<file path="src/rtl/m4m_pkg.sv">
// Package with the constants, types and state codes of the matrix multiplier.
`default_nettype none
package m4m_pkg;

    localparam int DIM       = 4;
    localparam int FRAC_BITS = 16;
    localparam int CELLS     = DIM * DIM;
    localparam int DATA_W    = 32;
    localparam int PROD_W    = 2 * DATA_W;
    localparam int ACC_W     = PROD_W + $clog2(DIM);
    localparam int RC_W      = (DIM > 1) ? $clog2(DIM) : 1;
    localparam int IDX_W     = $clog2(CELLS);
    localparam int OUT_IDX_W = 4;

    typedef enum logic [1:0] {
        ST_LOAD,
        ST_RUN,
        ST_DRAIN
    } t_state;

    typedef struct packed {
        logic              valid;
        logic [RC_W-1:0]   row;
        logic [RC_W-1:0]   col;
        logic [DATA_W-1:0] a;
        logic [DATA_W-1:0] b;
    } t_load;

    typedef struct packed {
        logic                    valid;
        logic                    last;
        logic [IDX_W-1:0]        idx;
        logic [RC_W-1:0]         row;
        logic [RC_W-1:0]         col;
        logic signed [ACC_W-1:0] sum;
    } t_token;

endpackage
`default_nettype wire

</file>
<file path="src/rtl/m4m_cell.sv">
// One multiply-accumulate cell of the chain, holding one column of A and one row of B.
`default_nettype none
module m4m_cell (
    input  wire logic                      i_clk,
    input  wire logic                      i_rst_n,
    input  wire logic                      i_en,
    input  wire logic [m4m_pkg::RC_W-1:0]  i_cell_idx,
    input  wire m4m_pkg::t_load            i_load,
    input  wire m4m_pkg::t_token           i_tok,
    output m4m_pkg::t_token                o_tok,
    output logic                           o_busy
);
    import m4m_pkg::*;

    logic [DATA_W-1:0]        r_a_col [DIM];
    logic [DATA_W-1:0]        r_b_row [DIM];
    t_token                   r_mid;
    t_token                   r_tok;
    t_token                   n_tok;
    logic signed [PROD_W-1:0] r_prod;
    logic signed [DATA_W-1:0] w_a;
    logic signed [DATA_W-1:0] w_b;

    always_ff @(posedge i_clk) begin
        if (i_load.valid && i_load.col == i_cell_idx) begin
            r_a_col[i_load.row] <= i_load.a;
        end
        if (i_load.valid && i_load.row == i_cell_idx) begin
            r_b_row[i_load.col] <= i_load.b;
        end
    end

    assign w_a = $signed(r_a_col[i_tok.row]);
    assign w_b = $signed(r_b_row[i_tok.col]);

    always_comb begin
        n_tok     = r_mid;
        n_tok.sum = r_mid.sum + ACC_W'(r_prod);
    end

    always_ff @(posedge i_clk) begin
        if (!i_rst_n) begin
            r_mid.valid <= 1'b0;
            r_tok.valid <= 1'b0;
        end else if (i_en) begin
            r_mid  <= i_tok;
            r_prod <= w_a * w_b;
            r_tok  <= n_tok;
        end
    end

    assign o_tok  = r_tok;
    assign o_busy = r_mid.valid || r_tok.valid;

endmodule
`default_nettype wire

</file>
<file path="config.mk">
export PLATFORM = sky130hd
export DESIGN_NAME = m4m_cell
export DESIGN_NICKNAME = d
export VERILOG_FILES = /design/src/rtl/m4m_pkg.sv /design/src/rtl/m4m_cell.sv
export SDC_FILE = /design/constraint.sdc
export NUM_CORES = 2
export LEC_CHECK = 0
export ABC_AREA = 1
export BUFFER_PORTS_ARGS = -buffer_cell sky130_fd_sc_hd__buf_4
export CORE_UTILIZATION = 46
export CTS_CLUSTER_SIZE = 10
export DETAILED_ROUTE_END_ITERATION = 16
export PLACE_DENSITY = 0.72
export REMOVE_ABC_BUFFERS = 1
export SYNTH_ARGS = -nofsm -noshare
export SYNTH_HDL_FRONTEND = slang
export SYNTH_SLANG_ARGS = --single-unit
</file>
<file path="constraint.sdc">
create_clock -name i_clk -period 13 [get_ports i_clk]
set_clock_uncertainty 0.15 [all_clocks]
set_input_delay 1.3 -clock i_clk [delete_from_list [all_inputs] [get_ports i_clk]]
set_output_delay 1.3 -clock i_clk [all_outputs]
set_load 0.01 [all_outputs]
</file>
Word level (Yosys, flattened, before mapping)
Memories as Yosys holds them, arrays and structs flattened. Index checks and enable logic that the tools add are counted.

Register bits after elaboration: 216. RAM bits: 256. Output and inout bits: 77. Logic and storage cells: 27. Memories kept: 2.

Memories: r_a_col (words 4, bits a word 32, rd ports 1, clocked after memory_dff 0, write ports 1, line m4m_cell.sv:15) `logic [DATA_W-1:0] r_a_col [DIM];`; r_b_row (words 4, bits a word 32, rd ports 1, clocked after memory_dff 0, write ports 1, line m4m_cell.sv:16) `logic [DATA_W-1:0] r_b_row [DIM];`.

Add/sub/neg operators: 1. Multipliers: 1. Eq/ne operators: 2. Muxes and demuxes: 4. Reduce and logical (&&, ||, !) cells: 4.

Operators by type and width (number): $add 66x64->66 (1); $mul 32x32->64 (1); $eq 2x2->1 (2); $mux 1 (4); $logic_and 1x1->1 (2); $reduce_and 2->1 (1); $logic_or 1x1->1 (1).

Longest topological paths before layout
Depth after elaboration: 4. Gate-level depth with buffers: 37. Depth with buffers taken out: 34.

Worst setup path before layout
Ideal clock, no wire load.

Path type: input to register. Start: input i_tok[66] (netlist bit). End: register r_prod[50] (data pin). Setup time: 0.253 ns. Arrival: 8.559 ns. Data required time: 12.597 ns. Path slack: 4.039 ns. Stages: 31. Path buffers: 2. Cell sequence: inv_2 -> buf_2 -> nand2_1 -> a32oi_2 -> inv_2 -> buf_2 -> nor2_1 -> fa_1 -> fa_1 -> inv_1 -> fa_1 -> inv_1 -> fa_1 -> inv_1 -> fa_1 -> inv_1 -> fa_1 -> fa_1 -> inv_1 -> fa_1 -> inv_1 -> ha_1 -> nand2_1 -> nor2_1 -> inv_1 -> nor3_1 -> nand2_1 -> nor3_1 -> nand2_1 -> nand4_1 -> nand2_1.

Word-level cells in the longest chain between the ends: 2.

Ends and longest elaborated chain: from (decl) (line m4m_cell.sv:9) `input wire m4m_pkg::t_token i_tok,`; $mem_v2 4x32; $mul 32x32->64 (line m4m_cell.sv:47) `r_prod <= w_a * w_b;`; to (signal assigned) (line m4m_cell.sv:47); to (decl) (line m4m_cell.sv:20) `logic signed [PROD_W-1:0] r_prod;`.

Every way passes these cells. A chain may end at the register's enable or synchronous reset.

Worst setup path in the final report
Start: input i_tok[66] (netlist bit). End: register r_prod[52] (data pin).

The elaborated chain is that of the path after synthesis.

==> flow_summary.yaml <==
synth:
  yosysTopAreaCell: "fa_1"
  synth_cells: 6475
  ys_seq_elements: 472
  avgSynthCellArea_um2: 9.10
  ys_seq_area_share_pct: 24.0
  ys_types: 35
  yosysTopAreaCellShare_pct: 36.8
  ys_top_cells_by_area: "fa_1, edfxtp_1, nand2_1"
  syn_area_um2: 58900
  yosys_warnings: 0
setup_path:
  crit_slowest_cell: "inv_2"
  start_kind: "primary input"
  cpPeakStageDelay_ns: 0.86
  worstSetupEndpointType: "flop"
  required_ns: 13.28
  critPathMaxFanout: 66
  crit_type: "primary input to flop"
  crit_arrival_ns: 10.91
place:
  post-dp-hpwl_mm: 147
  port_buffers: 226
  globalplace.congestion: 1.00
  dp_cells: 8234
outcome:
  status: "finished clean"
drt:
  drt_iter0_markers: 3961
  drt-total-wl_mm: 180
  vias: 44948
  ant_nets: 0
  via_per_inst: 5.41
  routedWlPerCell_um: 21.7
  drc: 0
  dr.pass1.iters: 8
clock_tree:
  hold_buffers: 0
  cts_root_buffer: "clkbuf_16"
  cts.sinks: 472
  h-tree-depth: 2
  cts_tree: "yes"
  numCtsBuffers: 55
  clk_path_buf_depth: 3
  post-cts-setup-buffer-count: 0
  insertion_delay_ns: 0.68
  clk_pin_slew_ns: 0.06
  post_cts_resized: 0
die:
  io_pins: 227
  num_rows: 130
  dieArea_um2: 130000
  chipHeight_um: 360
  start_util_pct: 46.6
  core_area_um2: 126000
  die_x_um: 360
layout:
  fillers: 11587
  area_growth_pct: 8.15
  multi_input_area_um2: 38300
  fin_cells: 8308
  drive_above_1_share_pct: 7.05
  fin_nets: 8123
  seq_area_um2: 14200
grt:
  grt-ovfl-total: 0
  grt_pass1_vias: 47743
  antenna_found_initial: 5
  grt_usage_pct: 28.3
  grt_max_degree: 104
  grt_first_pass_wirelength_mm: 278
timing:
  fin_worst_hold_slack_ns: 0.268
  fin_crit_sh_pct: 81.8
  rsz0062_at_grt: "no"
  hold_viol_final: 0
  fmax_mhz: 94.1
  final.setup.tns_ns: 0
  tightest_slew_ns: 1.22
  period_needed_ns: 10.63
  slew_viol_final: 0
  setup_viol: 0
  slew_headroom_pct: 18.2
job:
  maxCapViolCount: 0
min_path:
  holdCritPathClass: "flop to flop"
## critical path, delay by kind of cell
family                     cells  cell delay (ns)
adders and majority gates      9             5.16
buffers and inverters         12             2.63
and+or+nand+nor                9             1.52
AOI/OAI and AO/OA              1             0.21
## metal layers
metal | share of wire (%) | vias up | track usage (%)
li1 | - | 19765 | -
met1 | 38 | 22326 | 35.4
met2 | 46 | 2294 | 45.6
met3 | 11 | 559 | 7.63
met4 | 5.6 | 4 | 13.7
met5 | 0.017 | - | 0
## layout by cell type (no fill, tap or decap), types with 5 or more instances in the layout
master     instances
a32oi_2           42
xor2_1            63
inv_2             49
a32oi_4           11
nor2_1           784
nor3_2             8
clkbuf_1           5
fa_1            1083
a21o_1             7
a21oi_1          228
a32oi_1            9
clkbuf_16         55
ha_1             249
buf_4            294
nor4_1             8
nand3_1          132
o21bai_1          35
nand4_1           36
inv_1           1408
nor3_1            21
xnor2_1            8
o21ai_0           78
edfxtp_1         470
clkinv_1           6
nand2_1         1545
## sequential cells by signal, summed over array words and instances, names as in the netlist
signal / cells
n_tok: 10
o_tok: 76
r_prod: 64
r_a_col: 128
r_b_row: 128
r_mid: 66
## cell usage after synthesis, drive strengths merged
master,instances
clkbuf,8
a32oi,62
nor2,785
nand4,36
a21o,7
xnor2,8
nand2,1545
ha,249
fa,1083
o221ai,1
or2,2
o21ai,78
dfxtp,2
xor2,63
nand3,132
o21bai,35
inv,1458
buf,177
edfxtp,470
nand3b,2
o21a,1
a221oi,1
nor4,8
nor3,29
a21oi,228
a32o,2
a21boi,2
and2,1
## through the flow
| step | worst slack, ns | area [um^2] | utilization [%] |
|---|---|---|---|
| 2_1_floorplan | 2.71 | 57800 | - |
| 3_3_place_gp | 1.87 | 62200 | 49.2 |
| 3_5_place_dp | 1.80 | 62200 | 49.2 |
| 4_1_cts | 2.48 | 63700 | 50.4 |
| 5_1_grt | 1.84 | 63700 | 50.4 |
| 6_report | 2.37 | 63700 | 50.4 |
## final timing paths
| check | from | endpoint | slack (ns) | cells past startpoint |
|---|---|---|---|---|
| hold / removal | n_tok[71] | o_tok[71] | 0.27 | 0 |
| setup / recovery | i_tok[66] | r_prod[52] | 2.37 | 31 |
| setup reg to reg | r_a_col[1][31] | r_prod[52] | 3.50 | 28 |
| hold reg to reg | n_tok[71] | o_tok[71] | 0.27 | 0 |
## final cells by class
type	count	area share (%)
antenna	2	0.00785
inverter	1458	8.60
multi-input combinational	4360	60.1
timing repair buffer	294	3.46
sequential	472	22.2
clock inverter	12	0.189
clock buffer	60	2.19
tap	1650	3.24
## cells by family (layout without fill, tap and decap cells)
family | count (synthesis) | count (layout) | share of synthesized area, %
AOI/OAI and AO/OA | 417 | 417 | 4.98
other | 0 | 2 | 0
buffers and inverters | 1643 | 1824 | 11.1
DFF | 472 | 472 | 24.0
xor gates and xnor gates | 71 | 71 | 1.06
adders and majority gates | 1332 | 1332 | 42.1
and+or+nand+nor | 2540 | 2540 | 16.7
Power is left out: the tool's default activity adds up to more than one toggle a clock period on the data nets, which glitch-free logic cannot reach.
